==> src/sv/salsa20_fifo.sv <==
module salsa20_fifo #(
  parameter int unsigned WIDTH = 8,
  parameter int unsigned DEPTH = 4
) (
  input  logic             clk_i,
  input  logic             rst_ni,
  input  logic             push_i,
  input  logic [WIDTH-1:0] push_data_i,
  output logic             full_o,
  input  logic             pop_i,
  output logic [WIDTH-1:0] pop_data_o,
  output logic             empty_o
);

  localparam int unsigned AW = (DEPTH > 1) ? $clog2(DEPTH) : 1;
  localparam int unsigned CW = $clog2(DEPTH + 1);

  logic [WIDTH-1:0] mem_q [DEPTH];
  logic [AW-1:0]    wr_ptr_q, wr_ptr_d, rd_ptr_q, rd_ptr_d;
  logic [CW-1:0]    count_q, count_d;
  logic             do_push, do_pop;

  assign full_o     = (count_q == CW'(DEPTH));
  assign empty_o    = (count_q == '0);
  assign pop_data_o = mem_q[rd_ptr_q];
  assign do_push    = push_i & ~full_o;
  assign do_pop     = pop_i & ~empty_o;

  always_comb begin
    wr_ptr_d = wr_ptr_q;
    rd_ptr_d = rd_ptr_q;
    count_d  = count_q;
    if (do_push) begin
      wr_ptr_d = (wr_ptr_q == AW'(DEPTH - 1)) ? '0 : wr_ptr_q + AW'(1);
    end
    if (do_pop) begin
      rd_ptr_d = (rd_ptr_q == AW'(DEPTH - 1)) ? '0 : rd_ptr_q + AW'(1);
    end
    if (do_push && !do_pop) begin
      count_d = count_q + CW'(1);
    end else if (!do_push && do_pop) begin
      count_d = count_q - CW'(1);
    end
  end

  always_ff @(posedge clk_i or negedge rst_ni) begin
    if (!rst_ni) begin
      wr_ptr_q <= '0;
      rd_ptr_q <= '0;
      count_q  <= '0;
    end else begin
      wr_ptr_q <= wr_ptr_d;
      rd_ptr_q <= rd_ptr_d;
      count_q  <= count_d;
    end
  end

  always_ff @(posedge clk_i) begin
    if (do_push) begin
      mem_q[wr_ptr_q] <= push_data_i;
    end
  end

endmodule

==> config.mk <==
export PLATFORM = sky130hd
export DESIGN_NAME = salsa20_fifo
export DESIGN_NICKNAME = d
export VERILOG_FILES = /design/src/sv/salsa20_fifo.sv
export SDC_FILE = /design/constraint.sdc
export NUM_CORES = 1
export LEC_CHECK = 0
export ABC_AREA = 0
export CAP_MARGIN = 20
export CORE_UTILIZATION = 53
export DETAILED_ROUTE_END_ITERATION = 10
export DONT_BUFFER_PORTS = 1
export GPL_TIMING_DRIVEN = 0
export MAX_ROUTING_LAYER = met4
export PLACE_DENSITY = 0.69
export SETUP_SLACK_MARGIN = 0.3
export SYNTH_ARGS = -nofsm -noshare
export SYNTH_HDL_FRONTEND = slang
export SYNTH_SLANG_ARGS = --single-unit
==> constraint.sdc <==
create_clock -name clk_i -period 1.7 [get_ports clk_i]
set_input_delay 0.085 -clock clk_i [delete_from_list [all_inputs] [get_ports clk_i]]
set_output_delay 0.085 -clock clk_i [all_outputs]
set_load 0.005 [all_outputs]
---- Word-level counts from Yosys, hierarchy flattened ----
Memory sizes are Yosys's and may differ from the RTL's.
Index checks and enable logic that the tools add are counted.
cells by class
  shifts and indexed selects .............. 0
  multiplexer cells ....................... 6
  bitwise operators ....................... 4
  reductions and logical operators ........ 6
  equal/unequal tests ..................... 3
  multipliers ............................. 0
  order comparisons ....................... 0
  $add $sub $neg .......................... 4
  divide/modulo/power cells ............... 0
operators with widths
  cell                                                                 count
  3-bit 2-to-1 mux                                                     2
  2-bit by 1-bit adder with 2-bit output (second input constant)       2
  2-bit == test (second input constant)                                2
  2-bit 2-to-1 mux                                                     2
  3-bit by 1-bit adder with 3-bit output (second input constant)       1
  3-bit == test (second input constant)                                1
  3-bit logical NOT                                                    1
  3-bit by 1-bit subtractor with 3-bit output (second input constant)  1
  1-bit bitwise AND                                                    2
  1-bit logical AND                                                    2
  1-bit logical NOT                                                    2
  1-bit 2-to-1 mux                                                     2
  1-bit inverter                                                       2
  2-bit nonzero test                                                   1
storage, ports and cells
  output and inout bits ................... 10
  ROM bits ................................ 0
  bits in latches ......................... 0
  register bits ........................... 7
  memory bits (writable) .................. 32
  input port bits ......................... 12
  memories kept ........................... 1
memory list
  name   depth  width  read ports  clocked after Yosys merged registers in  write ports  RTL line  text
  mem_q  4      8      1           0                                        1            18        logic [WIDTH-1:0] mem_q [DEPTH];

---- Longest topological paths before layout ----
  depth in word-level cells ............... 7
  mapped depth ............................ 9

---- Least setup slack after synthesis ----
No wires, ideal clock.
  path kind ............................... reg2reg
  from .................................... reg count_q[0]
  to ...................................... reg count_q[2]
  clock period less this slack ............ 1938 ps
  path buffers ............................ 0
  data arrival time ....................... 1859 ps
  setup slack ............................. -238 ps
  stages on the path, launching flop included .. 9
  cell sequence ........................... dfrtp_1 -> nor3_1 -> nand2b_4 -> ha_1 -> inv_1 -> fa_1 -> xor2_1 -> nor2_1 -> xor2_1
on the way
  cells in the longest elaborated chain, start to end .. 6
ends and longest elaborated chain
  element                                                 RTL line  text
  start, declared                                         20        logic [CW-1:0] count_q, count_d;
  start signal, assigned                                  54        count_q <= count_d;
  3-bit logical NOT *                                     24        assign empty_o = (count_q == '0);
  net empty_o                                             12        output logic empty_o
  1-bit inverter *                                        27        assign do_pop = pop_i & ~empty_o;
  1-bit bitwise AND *                                     27
  1-bit logical NOT                                       39        if (do_push && !do_pop) begin
  1-bit logical AND                                       39
  3-bit 2-to-1 mux or 2-bit nonzero test (tied branches)  n/a
The timed path passes the listed nets; every way through them passes the cells marked *. The select of a mux whose other input is x is not followed.
A chain may end at the register's enable or synchronous reset.

---- Worst setup path after layout ----
  from .................................... reg count_q[0]
  to ...................................... reg count_q[1]
RTL lines
  element            RTL line  text
  3-bit == test      23        assign full_o = (count_q == CW'(DEPTH));
  net full_o         9         output logic full_o,
  1-bit inverter     26        assign do_push = push_i & ~full_o;
  1-bit bitwise AND  26
  net do_push        21        logic do_push, do_pop;
  1-bit logical AND  39
  3-bit 2-to-1 mux   39
  net count_d[1]     20
The timed path passes the listed nets, and every way through them passes these cells. The select of a mux whose other input is x is not followed.

==> results.md <==
- Nets@finish: 125
- Mux contribution to synthesized area: 15.1%
- Top-Level Pins: 22
- Fin Clk Skew: 0.00576 ns
- Clk sinks: 39
- Port bufs: 0
- Routed via count: 744
- Placeable core area: 0.00283 mm2
- Max clock buf depth: 2
- P per Cell Area: 1620 mW/mm2
- Mapped Cells: 79
- Worst Hold Class: in2async
- Fin worst setup slack: -0.196 ns
- Crit path arrival time: 2.12 ns
- Pleak: 0.738 nW
- CTS buffer count: 5
- Status: finished, violations left
- Die Ht: 57.3 um
- YS warnings: 0
- First-pass GRT wire length: 3.84 mm
- Fill cells: 181
- Critical Path Fanout Max: 3
- DP HPWL: 1.50 mm
- Max_cap viols: 0
- Post-route minimum period: 1.90 ns
- DRC: 3
- Initial antenna violation count: 0
- Compound-Gate Fraction of Synth Area: 0%
- Crit start category: flop
- Vias/cell: 5.39
- Worst-path clk slew: 0.11 ns
- Row cnt: 19
- TritonCTS clock tree: yes
- Syn Nets: 98
- Overall Global Routing Usage: 17.3%
- Average size of a mapped cell: 20.5 um2
- Most common cell after layout, fill and taps aside: edfxtp_1
- Tightest Pin Transition: 0.364 ns
- Mapped Area: 0.00162 mm2
- Die Width: 57.3 um
- Die Footprint: 0.00328 mm2
- Layout cells sized above 1: 43.9%
- F_max: 527 MHz
- Setup Crit Path Kind: reg2reg
- Peak supply drop: 1.06 mV
- Pre-CTS WS: -0.224 ns
- CP Capture Type: flop
- Failing checks: DRC, setup timing
- Synth Register Bits: 39
- Post-Synth Simple-Gate Area: 5.41%
- Total grt overflow: 0
- Max Transition Viols Final: 0
- Tcrit/Tclk final: 112%
- Post-synthesis xor/xnor area fraction: 1.62%
- ANT cells: 0
- Final ANT Viol Nets: 0
- Area Overhead vs Synth: 21.5%
- Pre-antenna DRT Iters: 9
- Final hold violations: 0
- Routed wire length: 2.51 mm
- Setup Viol. Count Final: 2
- H-Tree Depth: 2
- DR iter-0 viols: 15
- Clk_lat worst skew: 0.33 ns
- WL/cell: 18.2 um
- Total negative slack: -0.346 ns
- CP Data Required Time: 1.92 ns
- Unrepaired setup endpoints after global routing: yes
- Synth Area in Adders: 5.87%
- Post-synthesis sequential area ratio: 70.1%
- Gpl congestion: 0.637
- Starting Density: 57.3%
- Most frequent cells in the layout: 32 x edfxtp_1, 9 x dlygate4sd3_1, 8 x mux4_2, 8 x buf_4
- Unique masters post-synth: 19
- Combinational family with the most area after synthesis: multiplexers
- Max-Slew Margin vs Limit: 75.7%
- Largest net degree at the start of global routing: 12
- Root buffer cell: clkbuf_4
- Vias in the first global route: 805
## where the power goes
group	total [mW]	internal (mW)	switching (mW)	leakage (nW)
Sequential	1.45	1.30	0.148	0.372
Clock	0.445	0.161	0.283	0.0293
Combinational	1.30	0.787	0.514	0.337
## per-stage QoR
stage               hold slack (ns)  std cells  power (mW)  util (%)  cell area [um2]
finish                       0.0862        138        3.19      69.6             1970
global route                 0.0978        138        3.38      69.6             1970
CTS                          0.0184        135        3.13      68.0             1920
detailed placement           -0.210        110        2.40      59.3             1680
global placement             -0.210        110        2.37      59.3             1680
floorplan                    -0.211         79        2.21         -             1640
## Yosys cell counts, drive strengths merged
master | n | area share (%)
and2 | 4 | 1.9
buf | 3 | 1.2
dfrtp | 7 | 11
edfxtp | 32 | 59
fa | 1 | 1.2
ha | 6 | 4.6
inv | 3 | 0.69
mux2 | 5 | 3.9
mux4 | 8 | 11
nand2b | 1 | 0.85
nor2 | 3 | 0.69
nor2b | 1 | 0.54
nor3 | 1 | 0.31
nor3b | 1 | 1.2
xnor2 | 1 | 0.54
xor2 | 2 | 1.1
## layer usage
metal,up-vias,global-route usage [%],wire length (um)
met5,-,-,0
met4,0,8.36,42
met3,5,4.31,111
met2,22,27.6,1200
met1,364,20.7,1160
li1,353,-,-
## state kept, by name, summed over array words and instances, names as in the netlist
name	flops
rd_ptr_q	2
count_q	3
wr_ptr_q	2
mem_q	32
## timing repair
item / 4_1_cts / 5_1_grt
pin swaps: 7 / 3
hold endpoints to repair: 39 / 0
endpoints found under the setup margin: 43 / 47
gates cloned: 1 / 0
setup buffers: 7 / 3
hold buffers: 9 / 0
resized for setup: 12 / 7
## worst max-delay path, stage by stage, from the launching register on
cell and delay, ns:
dfrtp_2 0.46, nor3b_4 0.25, nor2b_2 0.07, buf_6 0.12
ha_4 0.15, inv_2 0.04, fa_1 0.41, mux2_4 0.28
## final timing paths
kind,start,to,slack (ns),depth (start not counted)
worst max-delay path,count_q[0],count_q[1],-0.20,7
worst min-delay path,rst_ni,wr_ptr_q[0],0.09,1
worst max register to register,count_q[0],count_q[1],-0.20,7
worst min register to register,wr_ptr_q[1],wr_ptr_q[1],0.58,1
max in group asynchronous,rst_ni,count_q[1],1.33,1
min in group clk_i,pop_i,count_q[1],0.13,3
## kinds of logic (layout without fill, tap and decap cells)
group | Yosys count | count (layout)
XOR/XNOR | 3 | 3
adder cells (fa/ha/maj) | 7 | 7
flip-flops | 39 | 39
multiplexers | 13 | 13
buffers and inverters | 6 | 34
AND/OR/NAND/NOR | 11 | 11
## final cells by class
cell class / count / area, um2 / area share, %
sequential: 39 / 1140 / 57.9
multi-input combinational: 34 / 500 / 25.4
timing repair buffer: 20 / 198 / 10.0
clock buffer: 7 / 45.0 / 2.29
tap: 31 / 38.8 / 1.97
buffer: 3 / 31.3 / 1.59
inverter: 3 / 11.3 / 0.572
clock inverter: 1 / 5.00 / 0.254
Note: power is estimated with default switching activity, not from simulation.
