`config.mk`:
```
export PLATFORM = sky130hd
export DESIGN_NAME = salsa20_front
export DESIGN_NICKNAME = d
export VERILOG_FILES = /design/src/sv/salsa20_pkg.sv /design/src/sv/salsa20_front.sv
export SDC_FILE = /design/constraint.sdc
export NUM_CORES = 1
export LEC_CHECK = 0
export ABC_AREA = 1
export BUFFER_PORTS_ARGS = -buffer_cell sky130_fd_sc_hd__buf_2
export CORE_ASPECT_RATIO = 2
export CORE_UTILIZATION = 49
export CTS_CLUSTER_SIZE = 12
export DETAILED_ROUTE_END_ITERATION = 16
export HOLD_SLACK_MARGIN = 0.12
export PLACE_DENSITY_LB_ADDON = 0.15
export SLEW_MARGIN = 40
export SYNTH_ARGS = -nofsm -noshare
export SYNTH_HDL_FRONTEND = slang
export SYNTH_SLANG_ARGS = --single-unit
```
`constraint.sdc`:
```
create_clock -name clk_i -period 2.6 [get_ports clk_i]
set_clock_uncertainty 0.2 [all_clocks]
set_input_delay 0.39 -clock clk_i [delete_from_list [all_inputs] [get_ports clk_i]]
set_output_delay 0.39 -clock clk_i [all_outputs]
set_load 0.05 [all_outputs]
```
`src/sv/salsa20_pkg.sv`:
```
package salsa20_pkg;

  localparam int unsigned WordW   = 32;
  localparam int unsigned Words   = 16;
  localparam int unsigned MsgW    = 64;
  localparam int unsigned CountW  = 4;
  localparam int unsigned OffsetW = 3;
  localparam int unsigned CfgIdxW = 3;
  localparam int unsigned CfgW    = 64;
  localparam int unsigned CtrW    = 64;

  localparam logic [CountW-1:0] FullCount = CountW'(8);
  localparam logic [OffsetW-1:0] LastOffset = '1;

  localparam logic [WordW-1:0] Sigma0 = 32'h6170_7865;
  localparam logic [WordW-1:0] Sigma1 = 32'h3320_646e;
  localparam logic [WordW-1:0] Sigma2 = 32'h7962_2d32;
  localparam logic [WordW-1:0] Sigma3 = 32'h6b20_6574;

  typedef enum logic [CfgIdxW-1:0] {
    CFG_KEY_0_1 = 3'd0,
    CFG_KEY_2_3 = 3'd1,
    CFG_KEY_4_5 = 3'd2,
    CFG_KEY_6_7 = 3'd3,
    CFG_NONCE   = 3'd4
  } cfg_idx_e;

  typedef enum logic {
    CORE_IDLE,
    CORE_RUN
  } core_state_e;

  typedef logic [Words-1:0][WordW-1:0] state_t;
  typedef logic [3:0][CfgW-1:0] key_t;

  typedef struct packed {
    logic [MsgW-1:0]   msg_bytes;
    logic [CountW-1:0] byte_count;
    logic              msg_last;
  } in_item_t;

  typedef struct packed {
    logic [MsgW-1:0]   out_bytes;
    logic [CountW-1:0] out_count;
    logic              out_last;
  } out_item_t;

  typedef struct packed {
    logic [MsgW-1:0]    msg_bytes;
    logic [CountW-1:0]  byte_count;
    logic               msg_last;
    logic [OffsetW-1:0] word_offset;
  } item_t;

  function automatic logic [WordW-1:0] rotl(input logic [WordW-1:0] v, input int s);
    return (v << s) | (v >> (WordW - s));
  endfunction

  function automatic logic [4*WordW-1:0] quarter(input logic [WordW-1:0] a,
                                                 input logic [WordW-1:0] b,
                                                 input logic [WordW-1:0] c,
                                                 input logic [WordW-1:0] d);
    logic [WordW-1:0] b1, c1, d1, a1;
    b1 = b ^ rotl(a + d, 7);
    c1 = c ^ rotl(b1 + a, 9);
    d1 = d ^ rotl(c1 + b1, 13);
    a1 = a ^ rotl(d1 + c1, 18);
    return {a1, b1, c1, d1};
  endfunction

  function automatic state_t column_round(input state_t x);
    state_t y;
    {y[0], y[4], y[8], y[12]}   = quarter(x[0], x[4], x[8], x[12]);
    {y[5], y[9], y[13], y[1]}   = quarter(x[5], x[9], x[13], x[1]);
    {y[10], y[14], y[2], y[6]}  = quarter(x[10], x[14], x[2], x[6]);
    {y[15], y[3], y[7], y[11]}  = quarter(x[15], x[3], x[7], x[11]);
    return y;
  endfunction

  function automatic state_t row_round(input state_t x);
    state_t y;
    {y[0], y[1], y[2], y[3]}     = quarter(x[0], x[1], x[2], x[3]);
    {y[5], y[6], y[7], y[4]}     = quarter(x[5], x[6], x[7], x[4]);
    {y[10], y[11], y[8], y[9]}   = quarter(x[10], x[11], x[8], x[9]);
    {y[15], y[12], y[13], y[14]} = quarter(x[15], x[12], x[13], x[14]);
    return y;
  endfunction

  function automatic state_t init_state(input key_t key, input logic [CfgW-1:0] nonce,
                                        input logic [CtrW-1:0] ctr);
    state_t s;
    s[0]  = Sigma0;
    s[1]  = key[0][31:0];
    s[2]  = key[0][63:32];
    s[3]  = key[1][31:0];
    s[4]  = key[1][63:32];
    s[5]  = Sigma1;
    s[6]  = nonce[31:0];
    s[7]  = nonce[63:32];
    s[8]  = ctr[31:0];
    s[9]  = ctr[63:32];
    s[10] = Sigma2;
    s[11] = key[2][31:0];
    s[12] = key[2][63:32];
    s[13] = key[3][31:0];
    s[14] = key[3][63:32];
    s[15] = Sigma3;
    return s;
  endfunction

endpackage

```
`src/sv/salsa20_front.sv`:
```
module salsa20_front (
  input  logic                                    clk_i,
  input  logic                                    rst_ni,
  input  logic                                    in_valid_i,
  output logic                                    in_stall_o,
  input  salsa20_pkg::in_item_t                   in_data_i,
  output logic                                    item_push_o,
  output salsa20_pkg::item_t                      item_data_o,
  input  logic                                    item_full_i,
  output logic                                    req_push_o,
  output logic [salsa20_pkg::CtrW-1:0]            req_ctr_o,
  input  logic                                    req_full_i
);

  logic [salsa20_pkg::CtrW-1:0]    ctr_q, ctr_d;
  logic [salsa20_pkg::OffsetW-1:0] offset_q, offset_d;
  logic                            new_block, accept;

  assign new_block  = (offset_q == '0);
  assign in_stall_o = item_full_i | (new_block & req_full_i);
  assign accept     = in_valid_i & ~in_stall_o;

  assign item_push_o = accept;
  assign req_push_o  = accept & new_block;
  assign req_ctr_o   = ctr_q;

  always_comb begin
    item_data_o.msg_bytes   = in_data_i.msg_bytes;
    item_data_o.byte_count  = (in_data_i.byte_count > salsa20_pkg::FullCount)
                            ? salsa20_pkg::FullCount : in_data_i.byte_count;
    item_data_o.msg_last    = in_data_i.msg_last;
    item_data_o.word_offset = offset_q;
  end

  always_comb begin
    ctr_d    = ctr_q;
    offset_d = offset_q;
    if (accept) begin
      offset_d = offset_q + salsa20_pkg::OffsetW'(1);
      if (offset_q == salsa20_pkg::LastOffset) begin
        ctr_d = ctr_q + salsa20_pkg::CtrW'(1);
      end
      if (in_data_i.msg_last) begin
        ctr_d    = '0;
        offset_d = '0;
      end
    end
  end

  always_ff @(posedge clk_i or negedge rst_ni) begin
    if (!rst_ni) begin
      ctr_q    <= '0;
      offset_q <= '0;
    end else begin
      ctr_q    <= ctr_d;
      offset_q <= offset_d;
    end
  end

endmodule

```
[After elaboration in Yosys (flattened, before gate mapping)]
Cells that the tools add are included.
Word-level totals
  output and inout bits: 139
  flip-flop bits (word level): 67
  input bits: 74
Operators by class
  order comparisons: 1
  multiplexer cells: 4
  reductions and logical operators: 3
  eq/ne operators: 1
  bitwise logic cells: 5
  add/subtract/negate cells: 2
Operator list (number)
  $mux 64: 2
  $add 64x1->64 const B: 1
  $gt 4x4->1 const B: 1
  $mux 4: 1
  $add 3x1->3 const B: 1
  $and 1x1->1: 3
  $eq 3x3->1 const B: 1
  $logic_not 3->1: 1
  $mux 3: 1
  $reduce_and 2->1: 1
  $reduce_bool 2->1: 1
  $not 1->1: 1
  $or 1x1->1: 1

[Longest topological paths before layout]
  depth after elaboration: 6
  mapped depth: 11
  gate-level depth less buffers: 10

[Worst setup path before layout]
No wires, ideal clock.
  kind: register to output
  start: register offset_q[0] (netlist bit)
  end: output req_push_o
  path slack: 0.083 ns
  data required time: 2.010 ns
  cell stages (with the launch flop): 8
  path buffers: 0
  arrival: 1.927 ns
  cells stage by stage: dfrtp_1 -> inv_1 -> ha_1 -> nand3_2 -> nand3_2 -> clkinv_1 -> nand3_1 -> inv_1
Between the ends
  word-level cells in the longest chain between the ends: 6
RTL lines
  start, declared: RTL line salsa20_front.sv:16  | logic [salsa20_pkg::OffsetW-1:0] offset_q, offset_d;
  start signal, assigned: RTL line salsa20_front.sv:56  | offset_q <= offset_d;
  $logic_not 3->1: RTL line salsa20_front.sv:19  | assign new_block = (offset_q == '0);
  $and 1x1->1: RTL line salsa20_front.sv:20  | assign in_stall_o = item_full_i | (new_block & req_full_i);
  $or 1x1->1: RTL line salsa20_front.sv:20
  $not 1->1: RTL line salsa20_front.sv:21  | assign accept = in_valid_i & ~in_stall_o;
  $and 1x1->1: RTL line salsa20_front.sv:21
  net item_push_o: RTL line salsa20_front.sv:7  | output logic item_push_o,
  $and 1x1->1: RTL line salsa20_front.sv:24  | assign req_push_o = accept & new_block;
  end, declared: RTL line salsa20_front.sv:10  | output logic req_push_o,
The timed path passes the listed nets, and every way through them passes these cells.

[Worst setup path in the final report]
  start: register offset_q[0] (netlist bit)
  end: output req_push_o
Between the ends
  word-level cells in the longest chain between the ends: 6
RTL lines (RTL line)
  $logic_not 3->1 (*): salsa20_front.sv:19
  $and 1x1->1: salsa20_front.sv:20
  $or 1x1->1: salsa20_front.sv:20
  $not 1->1: salsa20_front.sv:21
  $and 1x1->1: salsa20_front.sv:21
  $and 1x1->1 (*): salsa20_front.sv:24
Every way passes the cells marked *; elsewhere a longest branch is shown, timed or not.

==> flow_summary_export.csv <==
group,metric,value,unit
outcome,status,"finished clean",
hold_path,hp-start,"in_data_i[0]",
global_routing,track_usage,32.66,%
global_routing,globalRouteOverflowTotal,0,
finish,antennaDiodeCount,0,
sta,layout_min_cycle_time,2436,ps
clock_network,cts.clk_slew.worst_paths,60,ps
finish,final_nets,831,
synthesis,netlist_area,4907,sq um
sta,max_freq,410.5,MHz
placement,dp_hpwl,12610,um
global_routing,antenna_found_initial,0,
global_routing,grt_max_degree,37,
sta,setup_ws,163.6,ps
finish,area_growth,8.287,%
placement,dp_slack,257.9,ps
worst_setup_path,critPathKind,"reg -> out",
synthesis,synth_edf_count,0,
floorplanning,coreArea,9763,sq um
route,dr.pass1.iters,5,
worst_setup_path,endpoint_kind,"primary output",
hold_path,worstHoldPathCells,4,
clock_network,cts_root_buf,"clkbuf_16",
sta,relSlewSlack,67.85,%
route,totalWireLength,15870,um
synthesis,syn_nets,805,
synthesis,synthCells,727,
route,drt_iter0_drc,335,
hold_path,min_path_type,"in -> reg",
finish,drive_above_1_share,21.11,%
clock_network,cts_htree_levels,3,
global_routing,grt_util_met1,29.55,%
sta,rsz0062_at_grt,"false",
sta,worst_pin_slew,480.4,ps
global_routing,met2_usage,60.85,%
clock_network,clock-sinks,67,
synthesis,yosysWarnings,0,
clock_network,cts_buffers,9,
run,cap_violations,0,
synthesis,ys_seq_area_share,34.17,%
route,drt-vias-per-instance,5.266,
synthesis,synth_top_area_share,34.17,%
clock_network,cts_tree,"done",
placement,io_buffers,84,
power_and_ir_drop,ir_drop,0.4987,mV
power_and_ir_drop,p_per_area,571.3,nW/um^2
synthesis,yosysTopAreaCell,"dfrtp_1",
worst_setup_path,reg2reg_depth,9,
route,routed-via-count,4687,
synthesis,yosysUniqueCellTypes,31,
worst_setup_path,critPathRequiredTime,2010,ps
worst_setup_path,start_kind,"flip-flop",
sta,slew_viol_final,0,
global_routing,busiest_layer,"met2",
route,drc,0,
global_routing,grt_pass1_vias,4732,
worst_setup_path,timing.rr.start,"offset_q[0]",
synthesis,ys.flop_type,"dfrtp_1",
sta,final-setup-viol-count,0,
floorplanning,chipHeight,143.5,um
clock_network,cts_buffer_depth,2,
floorplanning,die_area,10440,sq um
worst_setup_path,crit_path_start,"offset_q[0]",
power_and_ir_drop,p_leak,0.002558,uW
synthesis,yosys-top-cells-area,"dfrtp_1 (34%), nand2_1 (14%), nor2_1 (12%)",
floorplanning,pin_count,213,
sta,fin_tns_setup,0,ps
worst_setup_path,critPathArrivalTime,1850,ps
floorplanning,rows,51,
finish,layout_common_cells,"nand2_1 (177), nor2_1 (153), buf_2 (83), inv_1 (70), dfrtp_1 (67)",
clock_network,clk_latency,350,ps
synthesis,avgSynthCellArea,6.750,sq um
sta,post-route-period-util,93.71,%
floorplanning,die_w,72.76,um
route,wl_per_cell,17.83,um
route,ant_nets,0,
finish,layout_commonest_cell,"nand2_1",
global_routing,gr-usage-met3,6.592,%
floorplanning,start_util,50.26,%
sta,hold_viol,0,
global_routing,grt_pass1_wl,24640,um
placement,gp_congestion,0.9734,
synthesis,async_flop_share,100.0,%
synthesis,ys_ff_latch,67,
worst_setup_path,crit_fanout,9,
==> cells in the mapped netlist (2+ instances only) <==
cell / number
a21oi_1: 40
clkbuf_1: 3
nand2_1: 177
o21ai_0: 22
inv_1: 70
ha_1: 4
and3_1: 2
nor2_1: 153
nand3_4: 3
buf_2: 5
nand4_1: 14
nand3_2: 8
inv_2: 3
nor3_1: 3
dfrtp_1: 67
nor2_4: 9
nand3b_1: 3
buf_4: 67
nand3_1: 35
nor2_2: 23
nand2_2: 6
==> flip-flops by register name (all words and copies together), names as in the netlist <==
signal     cells
req_ctr_o     64
offset_q       3
==> repair_timing <==
action / CTS / global route
buffers inserted: 0 / 0
hold buffers: 1 / 0
hold endpoints to repair: 31 / 0
resized for setup: 0 / 0
==> cells by family (layout without fill, tap and decap cells) <==
kind of cell	after synthesis	count (layout)	share of synthesized area (%)
adders and majority gates	4	4	1.020
buffers and inverters	150	181	16.88
and+or+nand+nor	440	440	41.00
xor gates and xnor gates	1	1	0.1785
AOI/OAI and AO/OA	65	65	6.757
DFF	67	67	34.17
==> metrics by stage <==
step           instance area, sq um  total power, uW  hold slack [ps]  instances  util (%)
2_1_floorplan                  4907             1878           -105.6        727         -
3_3_place_gp                   5000             1771            298.9        873     51.21
3_5_place_dp                   5000             1786            311.1        873     51.21
4_1_cts                        5311             3056            279.6        890     54.40
5_1_grt                        5314             3147            328.8        890     54.43
6_report                       5314             3036            272.4        890     54.43
==> final timing paths <==
path,end,slack [ps]
max,req_push_o,160
min,req_ctr_o[1],270
max reg2reg,req_ctr_o[9],250
min reg2reg,req_ctr_o[11],340
max in group asynchronous,req_ctr_o[28],1310
min in group asynchronous,req_ctr_o[16],330
==> final cells by class <==
type	count	area (sq um)
clock inverter	7	76.32
sequential	67	1677
clock buffer	9	225.2
multi-input combinational	510	2402
tap	132	165.2
timing repair buffer	91	490.5
inverter	74	277.8
fill	1014	4449
==> layer usage <==
metal / vias to the layer above / routed length (um)
met5: - / 0
met4: 0 / 1210
li1: 2270 / -
met2: 181 / 8719
met3: 87 / 795
met1: 2149 / 5140
==> report_power, final <==
group	switching, uW	internal (uW)
Sequential	66.0	1100
Combinational	467	136
Clock	520	749
Total	1050	1980
==> critical path, stage by stage (launching register included) <==
cell and delay [ps]:
dfrtp_1 400, inv_1 100, ha_1 180, nand3_2 90
nand3_2 110, clkinv_1 230, nand3_1 140, inv_1 40
buf_2 200
Note: power is estimated with default switching activity, not from simulation.
