### config.mk
export PLATFORM = sky130hd
export DESIGN_NAME = salsa20_back
export DESIGN_NICKNAME = d
export VERILOG_FILES = /design/src/sv/salsa20_pkg.sv /design/src/sv/salsa20_back.sv
export SDC_FILE = /design/constraint.sdc
export NUM_CORES = 1
export LEC_CHECK = 0
export BUFFER_PORTS_ARGS = -buffer_cell sky130_fd_sc_hd__buf_2
export CAP_MARGIN = 20
export CORE_ASPECT_RATIO = 0.75
export CORE_UTILIZATION = 50
export CTS_CLUSTER_SIZE = 24
export DETAILED_ROUTE_END_ITERATION = 8
export MAX_ROUTING_LAYER = met4
export PLACE_DENSITY = 0.72
export RECOVER_POWER = 100
export SLEW_MARGIN = 10
export SYNTH_ARGS = -nofsm -noshare
export SYNTH_HDL_FRONTEND = slang
export SYNTH_SLANG_ARGS = --single-unit
### constraint.sdc
create_clock -name clk_i -period 34.3 [get_ports clk_i]
set_input_delay 0 -clock clk_i [delete_from_list [all_inputs] [get_ports clk_i]]
set_output_delay 0 -clock clk_i [all_outputs]
set_load 0.05 [all_outputs]
### src/sv/salsa20_pkg.sv
package salsa20_pkg;

  localparam int unsigned WordW   = 32;
  localparam int unsigned Words   = 16;
  localparam int unsigned MsgW    = 64;
  localparam int unsigned CountW  = 4;
  localparam int unsigned OffsetW = 3;
  localparam int unsigned CfgIdxW = 3;
  localparam int unsigned CfgW    = 64;
  localparam int unsigned CtrW    = 64;

  localparam logic [CountW-1:0] FullCount = CountW'(8);
  localparam logic [OffsetW-1:0] LastOffset = '1;

  localparam logic [WordW-1:0] Sigma0 = 32'h6170_7865;
  localparam logic [WordW-1:0] Sigma1 = 32'h3320_646e;
  localparam logic [WordW-1:0] Sigma2 = 32'h7962_2d32;
  localparam logic [WordW-1:0] Sigma3 = 32'h6b20_6574;

  typedef enum logic [CfgIdxW-1:0] {
    CFG_KEY_0_1 = 3'd0,
    CFG_KEY_2_3 = 3'd1,
    CFG_KEY_4_5 = 3'd2,
    CFG_KEY_6_7 = 3'd3,
    CFG_NONCE   = 3'd4
  } cfg_idx_e;

  typedef enum logic {
    CORE_IDLE,
    CORE_RUN
  } core_state_e;

  typedef logic [Words-1:0][WordW-1:0] state_t;
  typedef logic [3:0][CfgW-1:0] key_t;

  typedef struct packed {
    logic [MsgW-1:0]   msg_bytes;
    logic [CountW-1:0] byte_count;
    logic              msg_last;
  } in_item_t;

  typedef struct packed {
    logic [MsgW-1:0]   out_bytes;
    logic [CountW-1:0] out_count;
    logic              out_last;
  } out_item_t;

  typedef struct packed {
    logic [MsgW-1:0]    msg_bytes;
    logic [CountW-1:0]  byte_count;
    logic               msg_last;
    logic [OffsetW-1:0] word_offset;
  } item_t;

  function automatic logic [WordW-1:0] rotl(input logic [WordW-1:0] v, input int s);
    return (v << s) | (v >> (WordW - s));
  endfunction

  function automatic logic [4*WordW-1:0] quarter(input logic [WordW-1:0] a,
                                                 input logic [WordW-1:0] b,
                                                 input logic [WordW-1:0] c,
                                                 input logic [WordW-1:0] d);
    logic [WordW-1:0] b1, c1, d1, a1;
    b1 = b ^ rotl(a + d, 7);
    c1 = c ^ rotl(b1 + a, 9);
    d1 = d ^ rotl(c1 + b1, 13);
    a1 = a ^ rotl(d1 + c1, 18);
    return {a1, b1, c1, d1};
  endfunction

  function automatic state_t column_round(input state_t x);
    state_t y;
    {y[0], y[4], y[8], y[12]}   = quarter(x[0], x[4], x[8], x[12]);
    {y[5], y[9], y[13], y[1]}   = quarter(x[5], x[9], x[13], x[1]);
    {y[10], y[14], y[2], y[6]}  = quarter(x[10], x[14], x[2], x[6]);
    {y[15], y[3], y[7], y[11]}  = quarter(x[15], x[3], x[7], x[11]);
    return y;
  endfunction

  function automatic state_t row_round(input state_t x);
    state_t y;
    {y[0], y[1], y[2], y[3]}     = quarter(x[0], x[1], x[2], x[3]);
    {y[5], y[6], y[7], y[4]}     = quarter(x[5], x[6], x[7], x[4]);
    {y[10], y[11], y[8], y[9]}   = quarter(x[10], x[11], x[8], x[9]);
    {y[15], y[12], y[13], y[14]} = quarter(x[15], x[12], x[13], x[14]);
    return y;
  endfunction

  function automatic state_t init_state(input key_t key, input logic [CfgW-1:0] nonce,
                                        input logic [CtrW-1:0] ctr);
    state_t s;
    s[0]  = Sigma0;
    s[1]  = key[0][31:0];
    s[2]  = key[0][63:32];
    s[3]  = key[1][31:0];
    s[4]  = key[1][63:32];
    s[5]  = Sigma1;
    s[6]  = nonce[31:0];
    s[7]  = nonce[63:32];
    s[8]  = ctr[31:0];
    s[9]  = ctr[63:32];
    s[10] = Sigma2;
    s[11] = key[2][31:0];
    s[12] = key[2][63:32];
    s[13] = key[3][31:0];
    s[14] = key[3][63:32];
    s[15] = Sigma3;
    return s;
  endfunction

endpackage

### src/sv/salsa20_back.sv
module salsa20_back (
  input  logic                   clk_i,
  input  logic                   rst_ni,
  input  logic                   item_valid_i,
  input  salsa20_pkg::item_t     item_data_i,
  output logic                   item_pop_o,
  input  logic                   blk_valid_i,
  input  salsa20_pkg::state_t    blk_words_i,
  output logic                   buf_free_o,
  output logic                   out_valid_o,
  input  logic                   out_stall_i,
  output salsa20_pkg::out_item_t out_data_o
);

  salsa20_pkg::state_t       ks_q [2];
  logic [1:0]                full_q, full_d;
  logic                      wr_sel_q, wr_sel_d, rd_sel_q, rd_sel_d;
  logic                      out_valid_q, out_valid_d, release_blk;
  salsa20_pkg::out_item_t    out_q, out_d;
  logic [salsa20_pkg::MsgW-1:0] ks_pair, mask;
  logic [3:0]                lo_idx, hi_idx;

  assign buf_free_o  = ~full_q[wr_sel_q];
  assign item_pop_o  = item_valid_i & full_q[rd_sel_q] & (~out_valid_q | ~out_stall_i);
  assign release_blk = item_pop_o & (item_data_i.msg_last |
                       (item_data_i.word_offset == salsa20_pkg::LastOffset));
  assign out_valid_o = out_valid_q;
  assign out_data_o  = out_q;

  assign lo_idx  = {item_data_i.word_offset, 1'b0};
  assign hi_idx  = {item_data_i.word_offset, 1'b1};
  assign ks_pair = {ks_q[rd_sel_q][hi_idx], ks_q[rd_sel_q][lo_idx]};

  always_comb begin
    for (int i = 0; i < 8; i++) begin
      mask[8*i +: 8] = {8{(item_data_i.byte_count > salsa20_pkg::CountW'(i))}};
    end
    out_d.out_bytes = (item_data_i.msg_bytes ^ ks_pair) & mask;
    out_d.out_count = item_data_i.byte_count;
    out_d.out_last  = item_data_i.msg_last;
  end

  always_comb begin
    full_d      = full_q;
    wr_sel_d    = wr_sel_q;
    rd_sel_d    = rd_sel_q;
    out_valid_d = item_pop_o | (out_valid_q & out_stall_i);
    if (blk_valid_i) begin
      full_d[wr_sel_q] = 1'b1;
      wr_sel_d         = ~wr_sel_q;
    end
    if (release_blk) begin
      full_d[rd_sel_q] = 1'b0;
      rd_sel_d         = ~rd_sel_q;
    end
  end

  always_ff @(posedge clk_i or negedge rst_ni) begin
    if (!rst_ni) begin
      full_q      <= '0;
      wr_sel_q    <= 1'b0;
      rd_sel_q    <= 1'b0;
      out_valid_q <= 1'b0;
    end else begin
      full_q      <= full_d;
      wr_sel_q    <= wr_sel_d;
      rd_sel_q    <= rd_sel_d;
      out_valid_q <= out_valid_d;
    end
  end

  always_ff @(posedge clk_i) begin
    if (blk_valid_i) begin
      ks_q[wr_sel_q] <= blk_words_i;
    end
    if (item_pop_o) begin
      out_q <= out_d;
    end
  end

endmodule
# ---- Word-level counts from Yosys, hierarchy flattened
# Memories as Yosys holds them, arrays and structs flattened.
# Cells that the tools add are included.
dict set report totals {
  ramBits 1024
  input_bits 589
  ff_bits 74
  mem_count 1
  word_cells 58
  output_inout_bits 72
}
# name depth word_bits read_ports rd_ports_with_merged_regs write_ports line_no
set memory_table {}
lappend memory_table {ks_q 2 512 1 0 1 salsa20_back.sv:15} ;# salsa20_pkg::state_t ks_q [2];
dict set report classes {
  n_reduce_logical 2
  muxes 16
  n_lt_le_gt_ge 14
  n_eq_ne 1
  n_bitwise 17
}
# cell n
set op_table {}
lappend op_table {{binary-select mux 32 bit (select 3 bit)} 2}
lappend op_table {{AND 64 bit} 1}
lappend op_table {{2-to-1 mux 32 bit} 2}
lappend op_table {{XOR 64 bit} 1}
lappend op_table {{greater-than comparator 4 x 3 -> 1 bit (second input constant)} 4}
lappend op_table {{< comparator 4 x 5 -> 1 bit (second input constant)} 2}
lappend op_table {{greater-than comparator 4 x 1 -> 1 bit (second input constant)} 2}
lappend op_table {{greater-than comparator 4 x 2 -> 1 bit (second input constant)} 2}
lappend op_table {{2-to-1 mux 1 bit} 8}
lappend op_table {{NOT 1 bit} 5}
lappend op_table {{AND 1 bit} 4}
lappend op_table {{< comparator 1 x 2 -> 1 bit (second input constant)} 2}
lappend op_table {{2-to-1 mux 2 bit} 2}
lappend op_table {{equality test 3 bit (second input constant)} 1}
lappend op_table {{OR 1 bit} 3}
lappend op_table {{AND 2 bit} 1}
lappend op_table {{demux 1 bit (select 1 bit)} 2}
lappend op_table {{>= comparator 1 bit (second input constant)} 2}
lappend op_table {{logical AND 1 bit} 2}
lappend op_table {{NOT 2 bit} 1}
lappend op_table {{OR 2 bit} 1}

# ---- Longest topological paths before layout
dict set report logic_depth {
  depth_word 8
  mapped_depth 8
}

# ---- Worst setup path before layout
# Ideal clock, no wire load.
dict set report synth_path {
  path_kind {register -> register}
  start {register wr_sel_q}
  end {memory ks_q[0][0] (netlist name), enable pin}
  required_ps 32842
  path_stages_with_launch 2
  arrival_time_ps 22896
  setup_slack_ps 9946
  path_cell_list {dfrtp_1 > nor2b_1}
}
# item line_no
set synth_rtl {}
lappend synth_rtl {{start: declaration} salsa20_back.sv:17} ;# logic wr_sel_q, wr_sel_d, rd_sel_q, rd_sel_d;
lappend synth_rtl {{start signal: assignment} salsa20_back.sv:66} ;# wr_sel_q <= wr_sel_d;
lappend synth_rtl {{end: declaration} salsa20_back.sv:15}
# Straight into the memory's write port.

# ---- Final worst setup path
dict set report layout_path {
  start {register wr_sel_q}
  end {memory ks_q[1][107] (netlist name), enable pin}
}
# Straight into the memory's write port.

==> metrics.md <==
| Metric | Value |
|---|---|
| Outcome | `complete, but fails checks` |
| Failing checks | `max-capacitance violations, max-slew violations` |
| Crit path largest cell delay | `3.52 ns` |
| TritonCTS clock tree | `done` |
| Max frequency | `60.5 MHz` |
| Stages on the worst setup path | `5` |
| TritonCTS Buffers | `101` |
| Average size of a mapped cell | `22.7 um2` |
| Arrival time worst endpoint | `16.73 ns` |
| Final setup fails | `0` |
| LEAKAGE | `18.8 nW` |
| Gpl congestion | `0.855` |
| Ys async rst share | `0.00455` |
| Post-Syn Instances | `1864` |
| Routed Antenna Nets | `0` |
| Number of global-route vias before repair | `26644` |
| Vias per inst | `5.73` |
| Worst reg-to-reg path cell count | `5` |
| DRC | `0` |
| Period utilization | `0.482` |
| Worst EP required | `34.49 ns` |
| Post-CTS setup buffers | `0` |
| CP max-delay cell | `and2_0` |
| VDD IR max | `0.0639 mV` |
| Cell row count | `92` |
| P_sw | `1.06 mW` |
| Comb pwr share | `0.195` |
| Area Growth Syn to Fin | `31.2%` |
| Syn nets | `2453` |
| Layout cell share with drive strength beyond 1 | `0.186` |
| CP endpoint kind | `register` |
| Final min period | `16.54 ns` |
| Fin Hold WS | `0.0587 ns` |
| Clk sinks | `1098` |
| H-tree Lvls | `3` |
| Clock skew | `0.0292 ns` |
| Worst-path fanout max | `81` |
| Hold crit path type | `primary input to register` |
| IO Port Bufs | `660` |
| Crit path kind | `register to register` |
| DR iter-0 viols | `2566` |
| Clock power frac | `0.298` |
| Buffer and inverter count on the worst path | `4` |
| Worst-Skew Late Latency | `0.68 ns` |
| Routed vias | `25296` |
| Switch share | `0.276` |
| CP most frequent cell | `clkbuf_1` |
| Overall Global Routing Usage | `0.277` |
| Yosys reg bits | `1098` |
| Clock tree buffer depth | `3` |
| Clock root buffer | `clkbuf_16` |
| Ys flop type | `edfxtp_1` |
| RSZ-0062 raised after global routing | `no` |
| Cell variety after synth | `38` |
| Post-synth EDFFs | `1093` |
| Die H | `254 um` |
| Largest net degree at the start of global routing | `196` |
| Sequential share of the synthesized area | `0.778` |
| Die W | `338 um` |
| Routed length per placed instance | `26.3 um` |
| Final setup TNS | `0 ns` |
| Fin. max-slew vios | `1389` |
| YS warnings | `0` |
| Headroom to the max-slew limit | `-6.45` |
| Layout Nets | `3741` |
| Min-Delay Path Depth | `2` |
| Core area | `83900 um2` |
| Io pins | `661` |
| Pwr Density | `69.2 nW/um2` |
| Cells along the critical path | `and2_0 > clkbuf_1 > clkbuf_1 > clkbuf_1 > clkbuf_1` |
| Clock-pin slew on the worst setup and hold paths | `0.07 ns` |
| Initial Utilization | `0.505` |
| Post-Route WL | `116 mm` |
| Fin. Hold Viols | `0` |
| TritonRoute pass-1 iters | `5` |
| Die area | `85900 um2` |
| Crit-path leading delay family | `buffers and inverters` |
| Grt ovf | `0` |
| Flop pwr share | `0.507` |
| Max_cap viols | `19` |
| CP Launch Type | `register` |
| Worst Tran Pin Value | `11.17 ns` |
| Cell Area, Synth | `42300 um2` |
| Internal Dissipation | `2.78 mW` |
| DP HPWL | `74.0 mm` |
| Initial antenna violation count | `48` |
| First-pass GRT wire length | `167 mm` |
==> synthesized netlist by cell type (all sizes together) (2+ instances only) <==
cell / number / area, um2
nand3: 16 / 80.1
mux4: 256 / 5770
nor2: 14 / 52.6
nand4: 17 / 106
dfrtp: 5 / 125
o221ai: 30 / 263
edfxtp: 1093 / 32800
and2: 2 / 12.5
a21o: 9 / 67.6
or3: 17 / 106
o22a: 3 / 26.3
a22o: 16 / 140
nand2: 15 / 56.3
nor2b: 33 / 206
a31oi: 2 / 12.5
buf: 58 / 299
a221oi: 32 / 280
clkbuf: 25 / 93.8
mux2i: 109 / 1090
a22oi: 16 / 120
inv: 32 / 120
mux2: 21 / 236
o21ai: 3 / 15.0
a31o: 2 / 17.5
o22ai: 16 / 100
a21oi: 14 / 70.1
==> kinds of logic (layout without fill, tap and decap cells) <==
| family | after synthesis | in the layout | share of synthesized area |
|---|---|---|---|
| buffers and inverters | 115 | 1487 | 0.0121 |
| and+or+nand+nor | 117 | 117 | 0.0151 |
| DFF | 1098 | 1098 | 0.778 |
| xor gates and xnor gates | 2 | 2 | 0.000414 |
| other | 0 | 52 | 0 |
| muxes | 386 | 386 | 0.168 |
| AOI/OAI and AO/OA | 146 | 146 | 0.0268 |
==> final timing paths <==
path | startpoint | end | slack [ns]
min in group asynchronous | rst_ni | full_q[0] | 0.32
setup reg to reg | wr_sel_q | ks_q[1][107] | 17.76
setup / recovery | wr_sel_q | ks_q[1][107] | 17.76
hold / removal | blk_words_i[421] | ks_q[1][421] | 0.06
hold reg to reg | full_q[0] | full_q[0] | 0.59
max in group asynchronous | rst_ni | full_q[1] | 33.76
==> placed cells by master (no fill, tap or decap), types with 15 or more instances in the layout <==
master         count
nand2_1           15
a221oi_1          32
or3_1             17
mux2i_1          109
diode_2           52
mux4_2           256
o22ai_1           16
clkbuf_1         523
a22oi_1           16
inv_1             32
nand3_1           16
edfxtp_1        1093
clkinv_2          19
o221ai_1          30
nand4_1           17
a22o_1            16
buf_2            158
mux2_2            18
clkbuf_16        102
dlygate4sd3_1    587
nor2b_1           32
clkinv_1          20
==> through the flow <==
stage	cells	total power [mW]	utilization	area, um2	setup slack [ns]
after floorplan	1864	2.53	-	42300	9.95
after global placement	3588	2.56	0.559	46900	29.06
after detailed placement	3588	2.60	0.559	46900	28.90
after CTS	4362	3.79	0.669	56100	28.88
after global routing	4409	3.97	0.662	55500	16.34
final	4416	3.84	0.662	55600	17.76
==> state kept, by name, indices dropped and copies added (netlist names) <==
name / count
full_q: 2
ks_q: 1024
out_data_o: 69
out_valid_o: 1
rd_sel_q: 1
wr_sel_q: 1
==> power groups by stage <==
stage / clock network, mW / registers, mW / logic, mW
after floorplan: 0 / 2.14 / 0.390
after CTS: 1.16 / 1.88 / 0.749
final: 1.15 / 1.95 / 0.749
after global placement: 0 / 1.89 / 0.670
after global routing: 1.21 / 1.97 / 0.788
after detailed placement: 0 / 1.91 / 0.689
==> routing by layer <==
layer,GRT usage,wire (um)
met3,0.0536,10500
met1,0.348,43100
met4,0.112,4130
met5,-,0
met2,0.448,58500
==> layout make-up <==
class	count	area [um2]
Antenna cell	52	130
Clock buffer	118	2610
Clock inverter	69	744
Fill cell	5608	28400
Inverter	32	120
Multi-Input combinational cell	651	8890
Sequential cell	1098	32900
Tap cell	1128	1410
Timing Repair Buffer	1268	8690
==> worst register-to-register path: stages, from the launching register on <==
cell and delay [ns]:
dfrtp_1 0.46, and2_0 3.52, clkbuf_1 3.27, clkbuf_1 3.19
clkbuf_1 2.88, clkbuf_1 2.71
==> what timing repair did <==
action,in CTS,in global routing
hold buffers,587,0
gates resized for setup,0,0
hold endpoints to repair,1119,0
Note: power is estimated with default switching activity, not from simulation.
